<file path="src/sv/kcs_pkg.sv">
// kcs_pkg: shared constants, command and status types for the lattice coefficient search
// used by kcs_divider, kcs_datapath, kcs_ctrl and korobov_coefficient_search
package kcs_pkg;

  localparam int MAX_DIM   = 20;
  localparam int MOD_BITS  = 16;
  localparam int FRAC_BITS = 31;
  localparam int DIM_W     = 5;
  localparam int NODE_W    = 2 * MOD_BITS;
  localparam int PROD_W    = 2 * NODE_W;
  localparam int SUM_W     = 63;
  localparam int CFG_IDX_W = 2;

  localparam logic [NODE_W-1:0] Q_ONE  = NODE_W'(64'd1 << FRAC_BITS);
  localparam logic [PROD_W-1:0] Q_HALF = PROD_W'(64'd1 << (FRAC_BITS - 1));
  localparam logic [PROD_W-1:0] SUM_MAX = {1'b0, {(PROD_W-1){1'b1}}};

  // configuration register indexes
  localparam logic [CFG_IDX_W-1:0] CFG_DIMENSIONS = 2'd0;
  localparam logic [CFG_IDX_W-1:0] CFG_P_MODULUS  = 2'd1;
  localparam logic [CFG_IDX_W-1:0] CFG_Q_MODULUS  = 2'd2;

  // datapath operations
  typedef enum logic [4:0] {
    OP_NONE,
    OP_START,
    OP_DIV_ARED,
    OP_TAKE_ARED,
    OP_CAND_FIRST,
    OP_GEN_INIT,
    OP_GEN_A,
    OP_GEN_B,
    OP_DIV_PP,
    OP_TAKE_PP,
    OP_DIV_PQ,
    OP_TAKE_PQ,
    OP_J_NEXT,
    OP_MERIT_INIT,
    OP_TERM_INIT,
    OP_RES,
    OP_NUM,
    OP_DIV_FM,
    OP_MUL_A,
    OP_MUL_B,
    OP_SQ_A,
    OP_SQ_B,
    OP_TERM_INC,
    OP_CONSIDER,
    OP_CAND_INC,
    OP_PUBLISH
  } op_t;

  typedef struct packed {
    op_t op;
  } cmd_t;

  typedef struct packed {
    logic search_ok;
    logic kind;
    logic dim_last;
    logic term_last;
    logic cand_last;
    logic div_busy;
  } status_t;

endpackage

</file>
<file path="src/sv/kcs_ctrl.sv">
// kcs_ctrl: sequencer for candidates, generators, terms and dimensions
// depends on kcs_pkg; drives kcs_datapath through cmd_t and reads status_t
module kcs_ctrl (
  input  logic              clk,
  input  logic              rst,
  input  logic              in_valid,
  output logic              in_ready,
  output logic              out_valid,
  input  logic              out_ready,
  input  kcs_pkg::status_t  status,
  output kcs_pkg::cmd_t     cmd
);

  typedef enum logic [4:0] {
    S_IDLE,
    S_CHECK,
    S_ARED_DIV,
    S_ARED_WAIT,
    S_CAND_FIRST,
    S_GEN_INIT,
    S_GEN_A,
    S_GEN_B,
    S_PP_DIV,
    S_PP_WAIT,
    S_PQ_DIV,
    S_PQ_WAIT,
    S_GEN_NEXT,
    S_MERIT_INIT,
    S_TERM_INIT,
    S_RES,
    S_NUM,
    S_FM_DIV,
    S_FM_WAIT,
    S_MUL_A,
    S_MUL_B,
    S_DIM_NEXT,
    S_SQ_A,
    S_SQ_B,
    S_TERM_NEXT,
    S_CONSIDER,
    S_CAND_NEXT,
    S_FINISH
  } state_t;

  state_t state;
  logic   publish;

  assign in_ready = state == S_IDLE;
  assign publish  = (state == S_FINISH) && (!out_valid || out_ready);

  // operation for the current state
  always_comb begin
    cmd.op = kcs_pkg::OP_NONE;
    case (state)
      S_IDLE:       cmd.op = in_valid ? kcs_pkg::OP_START : kcs_pkg::OP_NONE;
      S_ARED_DIV:   cmd.op = kcs_pkg::OP_DIV_ARED;
      S_ARED_WAIT:  cmd.op = status.div_busy ? kcs_pkg::OP_NONE : kcs_pkg::OP_TAKE_ARED;
      S_CAND_FIRST: cmd.op = kcs_pkg::OP_CAND_FIRST;
      S_GEN_INIT:   cmd.op = kcs_pkg::OP_GEN_INIT;
      S_GEN_A:      cmd.op = kcs_pkg::OP_GEN_A;
      S_GEN_B:      cmd.op = kcs_pkg::OP_GEN_B;
      S_PP_DIV:     cmd.op = kcs_pkg::OP_DIV_PP;
      S_PP_WAIT:    cmd.op = status.div_busy ? kcs_pkg::OP_NONE : kcs_pkg::OP_TAKE_PP;
      S_PQ_DIV:     cmd.op = kcs_pkg::OP_DIV_PQ;
      S_PQ_WAIT:    cmd.op = status.div_busy ? kcs_pkg::OP_NONE : kcs_pkg::OP_TAKE_PQ;
      S_GEN_NEXT:   cmd.op = status.dim_last ? kcs_pkg::OP_NONE : kcs_pkg::OP_J_NEXT;
      S_MERIT_INIT: cmd.op = kcs_pkg::OP_MERIT_INIT;
      S_TERM_INIT:  cmd.op = kcs_pkg::OP_TERM_INIT;
      S_RES:        cmd.op = kcs_pkg::OP_RES;
      S_NUM:        cmd.op = kcs_pkg::OP_NUM;
      S_FM_DIV:     cmd.op = kcs_pkg::OP_DIV_FM;
      S_MUL_A:      cmd.op = status.div_busy ? kcs_pkg::OP_NONE : kcs_pkg::OP_MUL_A;
      S_MUL_B:      cmd.op = kcs_pkg::OP_MUL_B;
      S_DIM_NEXT:   cmd.op = status.dim_last ? kcs_pkg::OP_NONE : kcs_pkg::OP_J_NEXT;
      S_SQ_A:       cmd.op = kcs_pkg::OP_SQ_A;
      S_SQ_B:       cmd.op = kcs_pkg::OP_SQ_B;
      S_TERM_NEXT:  cmd.op = status.term_last ? kcs_pkg::OP_NONE : kcs_pkg::OP_TERM_INC;
      S_CONSIDER:   cmd.op = kcs_pkg::OP_CONSIDER;
      S_CAND_NEXT:  cmd.op = status.cand_last ? kcs_pkg::OP_NONE : kcs_pkg::OP_CAND_INC;
      S_FINISH:     cmd.op = publish ? kcs_pkg::OP_PUBLISH : kcs_pkg::OP_NONE;
      default:      cmd.op = kcs_pkg::OP_NONE;
    endcase
  end

  // state and result valid flag
  always_ff @(posedge clk) begin
    if (rst) begin
      state     <= S_IDLE;
      out_valid <= 1'b0;
    end else begin
      if (publish) begin
        out_valid <= 1'b1;
      end else if (out_ready) begin
        out_valid <= 1'b0;
      end
      case (state)
        S_IDLE:       if (in_valid) state <= S_CHECK;
        S_CHECK: begin
          if (!status.search_ok) begin
            state <= S_FINISH;
          end else if (status.kind) begin
            state <= S_ARED_DIV;
          end else begin
            state <= S_CAND_FIRST;
          end
        end
        S_ARED_DIV:   state <= S_ARED_WAIT;
        S_ARED_WAIT:  if (!status.div_busy) state <= S_CAND_FIRST;
        S_CAND_FIRST: state <= S_GEN_INIT;
        S_GEN_INIT:   state <= S_GEN_A;
        S_GEN_A:      state <= status.kind ? S_GEN_B : S_PP_DIV;
        S_GEN_B:      state <= S_PP_DIV;
        S_PP_DIV:     state <= S_PP_WAIT;
        S_PP_WAIT: begin
          if (!status.div_busy) state <= status.kind ? S_PQ_DIV : S_GEN_NEXT;
        end
        S_PQ_DIV:     state <= S_PQ_WAIT;
        S_PQ_WAIT:    if (!status.div_busy) state <= S_GEN_NEXT;
        S_GEN_NEXT:   state <= status.dim_last ? S_MERIT_INIT : S_GEN_A;
        S_MERIT_INIT: state <= S_TERM_INIT;
        S_TERM_INIT:  state <= S_RES;
        S_RES:        state <= S_NUM;
        S_NUM:        state <= S_FM_DIV;
        S_FM_DIV:     state <= S_FM_WAIT;
        S_FM_WAIT:    if (!status.div_busy) state <= S_MUL_A;
        S_MUL_A:      state <= S_MUL_B;
        S_MUL_B:      state <= S_DIM_NEXT;
        S_DIM_NEXT:   state <= status.dim_last ? S_SQ_A : S_RES;
        S_SQ_A:       state <= S_SQ_B;
        S_SQ_B:       state <= S_TERM_NEXT;
        S_TERM_NEXT:  state <= status.term_last ? S_CONSIDER : S_TERM_INIT;
        S_CONSIDER:   state <= S_CAND_NEXT;
        S_CAND_NEXT:  state <= status.cand_last ? S_FINISH : S_GEN_INIT;
        S_FINISH:     if (publish) state <= S_IDLE;
        default:      state <= S_IDLE;
      endcase
    end
  end

endmodule
</file>
<file path="config.mk">
export PLATFORM = sky130hd
export DESIGN_NAME = kcs_ctrl
export DESIGN_NICKNAME = d
export VERILOG_FILES = /design/src/sv/kcs_pkg.sv /design/src/sv/kcs_ctrl.sv
export SDC_FILE = /design/constraint.sdc
export NUM_CORES = 1
export LEC_CHECK = 0
export BUFFER_PORTS_ARGS = -buffer_cell sky130_fd_sc_hd__buf_2
export CAP_MARGIN = 40
export CELL_PAD_IN_SITES_DETAIL_PLACEMENT = 1
export CELL_PAD_IN_SITES_GLOBAL_PLACEMENT = 1
export CORE_MARGIN = 2
export CORE_UTILIZATION = 39
export CTS_CLUSTER_DIAMETER = 60
export DETAILED_ROUTE_END_ITERATION = 16
export GPL_TIMING_DRIVEN = 1
export HOLD_SLACK_MARGIN = 0.15
export PLACE_DENSITY_LB_ADDON = 0.1
export SYNTH_ARGS = -nofsm -noshare
export SYNTH_HDL_FRONTEND = slang
export SYNTH_SLANG_ARGS = --single-unit
</file>
<file path="constraint.sdc">
create_clock -name clk -period 1.7 [get_ports clk]
set_input_delay 0.17 -clock clk [delete_from_list [all_inputs] [get_ports clk]]
set_output_delay 0.17 -clock clk [all_outputs]
set_load 0.02 [all_outputs]
</file>
* Yosys cells after proc, flatten, opt, wreduce, memory -nomap -nowiden *
Index checks and enable logic that the tools add are counted.

word-level totals
  output and inout bits = 7
  register bits after elaboration = 6
  logic and storage cells = 69
  input bits = 10

cells by class
  muxes and demuxes = 27
  equal/unequal tests = 33
  reductions and logical operators = 7

operator list
  kind                  number
  $pmux W5 S28          1
  $pmux W5 S25          1
  $mux W5               14
  $eq A5 B5 Y1 const B  12
  $eq A5 B4 Y1 const B  8
  $eq A5 B3 Y1 const B  4
  $mux W4               5
  $ne A2 B2 Y1 const B  6
  $eq A5 B2 Y1 const B  2
  $mux W3               2
  $reduce_and A6 Y1     1
  $eq A5 B1 Y1 const B  1
  $logic_not A5 Y1      1
  $mux W1               3
  $mux W2               1
  $reduce_bool A2 Y1    1
  $reduce_or A2 Y1      1
  $logic_and A1 B1 Y1   1
  $logic_not A1 Y1      1
  $logic_or A1 B1 Y1    1

* Longest topological paths before layout *
Gate-level depths: netlist of the first run.

  depth in word-level cells = 5
  depth in mapped cells = 7
  gate-level depth less buffers = 5

* Least setup slack after synthesis of the first run *
Ideal clock, no wire load.

  kind = reg2reg
  start = register state[1]
  end = register state[1]
  library setup time = 0.117 ns
  buffers on the path = 2
  path slack = -0.027 ns
  stages on the path, launching flop included = 8
  data arrival time = 1.610 ns
  path through = dfxtp_1 > buf_6 > or2_1 > buf_6 > nor4_4 > a221oi_2 > nor3b_2 > a22o_1

between the ends
  elaborated cells between the ends (all ways) = 37
  those cells by class = eq/ne (33); mux (1); reduce/logical (3)

RTL lines
  element                             RTL line         RTL
  start, declared                     kcs_ctrl.sv:45   state_t state;
  start signal, assigned              kcs_ctrl.sv:111  S_GEN_A: state <= status.kind ? S_GEN_B : S_PP_DIV;
  start signal, assigned              kcs_ctrl.sv:115  if (!status.div_busy) state <= status.kind ? S_PQ_DIV : S_GEN_NEXT;
  start signal, assigned              kcs_ctrl.sv:119  S_GEN_NEXT: state <= status.dim_last ? S_MERIT_INIT : S_GEN_A;
  $logic_not A5 Y1 (*)                n/a
  via in_ready                        kcs_ctrl.sv:7    output logic in_ready,
  $ne A2 B2 Y1 (no source line)       n/a
  $reduce_and A6 Y1 (no source line)  n/a

Mark *: on every way through the listed nets, which the timed path passes. The rest lies on a longest branch.
A chain may end at the register's enable or synchronous reset.

==> results.txt, run 1 <==
- Walking the worst path, the cells encountered are nor2_4 > mux2_4 > a21oi_1 > or3_1 > o211ai_1 > buf_4.
- For the final database, setup skew stands at 8.729 ps.
* Via count of the first global-routing pass: 1335
- Initial standard-cell utilization of the core: 0.4222
- Counting along the longest clock path gives a buffer depth of 2.
* Final HPWL DP: 2978 um
* Startpoint types: register
- Worst slew slack as a fraction of its limit: 0.7729
- For this design, the CTS-stage hold fixing added 0 buffers.
* Most frequent cells in the layout: 30 x sky130_fd_sc_hd__buf_4, 14 x sky130_fd_sc_hd__a21oi_1, 11 x sky130_fd_sc_hd__buf_2
* Count of different cell masters after synthesis: 42
* Leading cell types by total area after synthesis: sky130_fd_sc_hd__dfxtp_1 13%, sky130_fd_sc_hd__a21oi_1 8.3%, sky130_fd_sc_hd__nand2b_1 5.2%, sky130_fd_sc_hd__nor2_1 5.1%, sky130_fd_sc_hd__nand2_1 4.7%
- Run status: finished, violations left
- At the end of the flow, the number of nets in the layout was 194.
- The slowest stage of the critical path is the sky130_fd_sc_hd__dfxtp_4 cell.
- For this run, the register share of the synthesized area comes to 0.1250.
- After synthesis, the share of flip-flops with an asynchronous set or reset is 0.
* Most frequently used flop master after synthesis: sky130_fd_sc_hd__dfxtp_1
- Antenna violations before repair: 0
- Die Height: 53.64 um
- Vias: 1352
* Stage delay of the slowest cell on the critical path: 380 ps
* Family with the most delay on the worst path: simple AND/OR/NAND/NOR gates
- Leakage power summed over all cells: 0.5927 nW
* Number of input and output port buffers inserted: 16
- Along the worst path, the maximum fanout reaches 9.
- On the final layout, the worst hold slack is 170.6 ps.
- From left edge to right edge, the die measures 53.64 um.
- Classification of the worst setup path: register to output pin
- Overall routing resource usage: 0.3345
- Maximum ir drop on the vdd rail: 1.065 mV
* Minimum setup slack after placement: -63.40 ps
- Number of cells produced by synthesis: 143
- Routed length per instance: 23.09 um
- For this design, the sink count on the clock tree is 6.
- Syn Area/Cell: 6.720 um2
* Clk_lat worst skew: 260 ps
- Count of antenna-violating nets left after detailed routing: 0
* Nature of the critical path endpoint: output pin
* Number of levels in the clock H-tree: 1
- Clock-pin slew was measured on the worst setup and hold paths at 50 ps.
- Number of hold violations in the final report: 0
* Final non-filler cell area: 1453 um2
- Combined area of all synthesized cells: 960.9 um2
* Post-synth top area share: 0.1250
- Minimum clock period: 1810 ps
- Post-synth EDFFs: 0
* Power density over cell area: 1633 nW/um2
- Counting the fill cells in the layout gives 288.
* Placed Instance Area: 1204 um2
* Aggregate global routing overflow: 0
* Flip-flop and latch count after synthesis: 6
- Layout cell share with drive strength beyond 1: 0.4505
- TritonCTS created 3 clock buffers.
- Setup slack on the critical path of the routed design comes to -109.8 ps.
- The tool flagged a number of max-cap violations equal to 0.
- The checks that failed: setup timing.
- Hold Crit Class: primary input to register
- Total number of placement rows: 17
* Biggest area consumer among synthesized cells: sky130_fd_sc_hd__dfxtp_1
- During synthesis, Yosys emitted a total of 0 warnings.
- Worst path arrival time: 1640 ps
- Compared with the post-synthesis result, the final layout area differs by 51.17%.
- Most frequent standard cell in the layout excluding fill and tap cells: sky130_fd_sc_hd__buf_4
- Based on the critical path, the design can be clocked at up to 0.5525 GHz.
- Setup violations remaining at the end of the flow were counted as 7.
- TritonCTS clock tree: built
* Placer's final routability congestion estimate: 0.9377
- Number of design-rule violations left by the first detailed-router iteration: 46
- 17 I/O pins were placed.
- The first detailed-routing pass took 4 iterations.
- Core ar.: 2276 um2
* N_diodes: 0
- The floorplan step defined a die boundary enclosing 2877 um2.
- In the routed design, unresolved DRC markers number 0.
* Wire length of the first global-routing pass: 6755 um
- Counting every net in the synthesized netlist gives 153.
- CTS Root Buffer Type: sky130_fd_sc_hd__clkbuf_4
- Once layout is complete, the utilization of the core stands at 0.6383.
- Setup repair after global routing could not meet its margin everywhere.
- Together, buffers and inverters on the worst path number 1.
- For this block, the routed nets add up to 4848 um of wire.
* Vias per std cell: 6.438
- STA puts the critical path data required time at 1530 ps.
- Entering global routing, the biggest net connects 17 pins.
- The number of slew-limit violations in the final report came to 0.
- Dividing the final minimum period by the clock period gives 1.065.
- At the pin with the least slew margin, the transition time is 335.3 ps.
## flip-flops by register name (all words and copies together) (netlist names)
register,flops
state,5
out_valid,1
## Yosys cell counts (all sizes together) (5+ instances only)
cell and n:
buf 10, nor2 13, nor2b 6, dfxtp 6, o21ai 6, inv 7, nand2b 8, nand2 12
a21oi 16, o211ai 5
## repair_timing
| action | 4_1_cts | 5_1_grt |
|---|---|---|
| hold endpoints to repair | 0 | 0 |
| setup buffers | 6 | 1 |
| pin swaps | 5 | 7 |
| gates resized for setup | 29 | 19 |
| endpoints found under the setup margin | 10 | 10 |
## layout make-up
| cell class | instances | area [um2] | share of cell area |
|---|---|---|---|
| Multi-Input combinational cell | 116 | 844.6 | 0.5814 |
| Timing Repair Buffer | 50 | 390.4 | 0.2687 |
| Sequential cell | 6 | 133.9 | 0.09216 |
| Tap cell | 28 | 35.03 | 0.02412 |
| Inverter | 7 | 26.28 | 0.01809 |
| Clock buffer | 3 | 22.52 | 0.01550 |
## cells by family (layout without fill, tap and decap cells)
kind of cell,count (synthesis),count (layout),synth area share
DFF,6,6,0.1250
muxes,1,1,0.01172
buffers and inverters,21,60,0.1185
AOI/OAI and AO/OA,55,55,0.3906
and+or+nand+nor,60,60,0.3542
## where the power goes
group	leakage (nW)	internal (mW)	total (mW)	switching [mW]
combinational	0.527	0.908	1.92	1.01
clock	0.0138	0.0804	0.140	0.0598
sequential	0.0520	0.198	0.313	0.116
## per-layer routing
layer / part of all wire / global-route usage / up-vias / wire, um
li1: - / - / 610 / -
met1: 0.40 / 0.4070 / 640 / 1957
met2: 0.49 / 0.5864 / 88 / 2382
met3: 0.078 / 0.04722 / 14 / 379
met4: 0.027 / 0.1368 / 0 / 129
met5: 0 / 0 / - / 0
## path summary, 6_finish.rpt
path | end | from | cells after the start | slack, ps
max | cmd[4] | state[3] | 6 | -110
min | state[4] | rst | 2 | 170
max reg2reg | state[0] | state[3] | 8 | -20
min reg2reg | out_valid | state[0] | 3 | 670
## metrics by stage
step                      TNS (ps)  std cells  power [mW]
final                       -389.9        210       2.372
after global routing        -920.5        210       2.475
after CTS                   -219.2        209       2.138
after detailed placement    -262.8        200       1.774
after global placement      -23.20        200       1.712
after floorplan             -53.30        143       1.206
Note: power is estimated with default switching activity, not from simulation.
==> run 2: changes to the inputs <==
--- a/config.mk
+++ b/config.mk
@@ -10,12 +10,14 @@
 export CELL_PAD_IN_SITES_DETAIL_PLACEMENT = 1
 export CELL_PAD_IN_SITES_GLOBAL_PLACEMENT = 1
 export CORE_MARGIN = 2
-export CORE_UTILIZATION = 39
+export CORE_UTILIZATION = 40
+export CTS_BUF_LIST = sky130_fd_sc_hd__clkbuf_4
 export CTS_CLUSTER_DIAMETER = 60
 export DETAILED_ROUTE_END_ITERATION = 16
 export GPL_TIMING_DRIVEN = 1
 export HOLD_SLACK_MARGIN = 0.15
 export PLACE_DENSITY_LB_ADDON = 0.1
+export SLEW_MARGIN = 10
 export SYNTH_ARGS = -nofsm -noshare
 export SYNTH_HDL_FRONTEND = slang
 export SYNTH_SLANG_ARGS = --single-unit
==> run 2 against run 1 <==
The flow still finishes with violations (setup timing). Hold slack gained 7.1 ps. Cell count shrank 0.48%. Via count grew 6.0%. Sequential share of layout area is essentially flat. Power grew 3.4%. Die area shrank 2.3%. Clock skew grew 9.3 ps. Fmax shrank 3.8%. Critical endpoint is now cmd[0]. Largest cell class unchanged. Largest power group unchanged. Highest routed layer unchanged.
==> results.txt, run 2 (synthesis results as in run 1) <==
* Final non-filler cell area: 1485 um2
- Using the TritonRoute via totals, the vias-per-cell ratio works out to 6.856.
- GR peak layer: met2
- The count of nets left with antenna violations once routing finished came out at 0.
* Number of fill cells: 273
* Minimum setup slack after placement: -48.78 ps
* Number of hold violations in the final report: 0
- Of the total power, combinational logic draws 0.817.
- The worst setup path is of the register to output pin kind.
- The largest registers in the layout are state x5, out_valid x1.
* Multi-input logic area: 879.6 um2
- In the final routed layout, each cell accounts on average for 26.38 um.
* Placer's final routability congestion estimate: 0.8945
* Vias: 1433
* Clock tree buffer depth: 2
- The clock arrives with 17.99 ps of skew.
- Counting flops per register, the top entry is state.
* Hold Worst Slack: 177.7 ps
- In the global route stage, met3 resource usage came out at 0.09605.
* Endpoint of the most critical register-to-register path: state[1]
- In the global route stage, met2 resource usage came out at 0.6396.
- The register with the most flip-flops in the layout has 5 of them.
- From synthesis to final layout, the design area changed by 54.56%.
- Of the total power, the share spent switching nets is 0.5238.
- Remaining design rule violation count: 0
- The via count of the first global-routing pass came to 1462.
- Counting instances, the worst hold path has a depth of 2.
- Number of input and output port buffers inserted: 16
- From bottom edge to top edge, the die measures 53.02 um.
- Setup violations remaining at the end of the flow were counted as 9.
* Startpoint types: register
- First-pass iteration count of the detailed router: 5
- Hold Crit Class: primary input to register
* Antenna violations before repair: 0
* Failing checks: setup timing
* Most frequent cells in the layout: 30 x sky130_fd_sc_hd__buf_4, 14 x sky130_fd_sc_hd__a21oi_1, 12 x sky130_fd_sc_hd__buf_2
- Max-cap viol count: 0
- For this configuration, the core starts out at a cell density of 0.4303.
- For this run, the post-layout net count is 193.
- Internal: 1.168 mW
- Entering global routing, the biggest net connects 19 pins.
- Number of cells on the worst reg-to-reg path: 7
- For the worst setup path, the data required time is 1530 ps.
- Ratio of final minimum period to clock period: 1.107
* Number of primary I/O pins: 17
- Leakage power summed over all cells: 0.6284 nW
* Post-route setup slack: -182.0 ps
- For this run the aggregate overflow at the end of global routing stands at 0.
- Maximum ir drop on the vdd rail: 1.235 mV
* Total wire length: 5513 um
- Once placement finished, the instance area stood at 1186 um2.
- N_diodes: 0
* RSZ-0062 raised after global routing: yes
- Along the worst path, the maximum fanout reaches 8.
* CTS clock-pin slew for the worst setup and hold paths: 60 ps
- Based on the critical path, the design can be clocked at up to 0.5313 GHz.
- In this run the number of H-tree levels came out at 1.
- Crit path launch: state[1]
- In this run the power spent charging and discharging nets is 1.285 mW.
- The number of slew-limit violations in the final report was 0.
- The floorplan step set the die width to 53.02 um.
- Most frequent standard cell in the layout excluding fill and tap cells: sky130_fd_sc_hd__buf_4
- The clock reaches the later pin of the worst-skew pair after 260 ps.
- Register-to-register setup slack: -110 ps
* TritonCTS clock tree: built
- Clock network power share: 0.060
- Hold repair after CTS inserted 0 buffers.
- For this run, the total global-route usage over all layers was measured as 0.3661.
- Worst setup path end: cmd[0]
- CTS Root Buffer Type: sky130_fd_sc_hd__clkbuf_4
* Worst slew slack as a fraction of its limit: 0.6951
* Final HPWL DP: 2997 um
- The floorplan has 17 rows.
- Number of design-rule violations left by the first detailed-router iteration: 63
* Die outline area: 2811 um2
- Nature of the critical path endpoint: output pin
- Core ar.: 2233 um2
- The first global-routing pass estimated 7341 um of wire.
* Transition at the pin with the smallest max-transition slack: 456.2 ps
- The worst hold path begins at rst.
* Grt met1 use: 0.4177
* Minimum clock period: 1882 ps
- Summing all flip-flop and latch instances after layout gives 136.4 um2.
- The run finished, with violations left.
- Of the total power, registers draw 0.122.
- For this design the ratio of total power to cell area is 1652 nW/um2.
- In this run the critical register-to-register path is launched from state[1].
- Of the cells placed in the final design, the portion with a size suffix greater than 1 is 0.4641.
- TritonCTS Buffers: 3
* Clock sinks: 6
- Data arrives at the worst endpoint at 1710 ps.
## run 2: stage by stage
| stage | power, mW | setup TNS (ps) | utilization | cells |
|---|---|---|---|---|
| floorplan | 1.206 | -53.30 | - | 143 |
| global placement | 1.713 | -131.5 | 0.5311 | 196 |
| detailed placement | 1.760 | -108.6 | 0.5311 | 196 |
| CTS | 2.107 | -197.5 | 0.6118 | 208 |
| global route | 2.562 | -1553 | 0.6650 | 209 |
| finish | 2.454 | -977.8 | 0.6650 | 209 |
## run 2: worst min-delay path by stage
stage,end,slack (ps)
6_report,out_valid,180
4_1_cts,state[0],160
5_1_grt,out_valid,190
3_5_place_dp,state[0],420
3_3_place_gp,out_valid,410
2_1_floorplan,state[0],240
## run 2: cell type report
cell class,count,share of cell area
clock buffers,3,0.01516
inverters,7,0.01769
multi-input cells,116,0.5923
flip-flops and latches,6,0.09183
well taps,28,0.02359
repair buffers,49,0.2595
## run 2: power by group through the flow
stage                     clock network (mW)  registers, mW  logic, mW
after floorplan                            0          0.208      0.998
after global placement                     0          0.265       1.45
after detailed placement                   0          0.265       1.49
after CTS                              0.137          0.280       1.69
after global routing                   0.162          0.301       2.10
final                                  0.148          0.300       2.00
## run 2: per-layer routing
metal  routed length [um]  share of wire
met3                  504          0.091
met5                    0              0
met2                 2654           0.48
met4                  163          0.030
met1                 2191           0.40
## run 2: worst max-delay path, stage by stage, from the launching register on
cell and delay (ps):
sky130_fd_sc_hd__dfxtp_4 430, sky130_fd_sc_hd__buf_12 140, sky130_fd_sc_hd__nand2_2 110, sky130_fd_sc_hd__o211ai_1 290
sky130_fd_sc_hd__o211ai_1 180, sky130_fd_sc_hd__nand3b_1 130, sky130_fd_sc_hd__buf_2 170
## run 2: repair_timing
| action | in CTS | in global routing |
|---|---|---|
| buffers inserted | 9 | 1 |
| resized for setup | 28 | 23 |
| endpoints found under the setup margin | 8 | 10 |
| pin swaps | 8 | 8 |
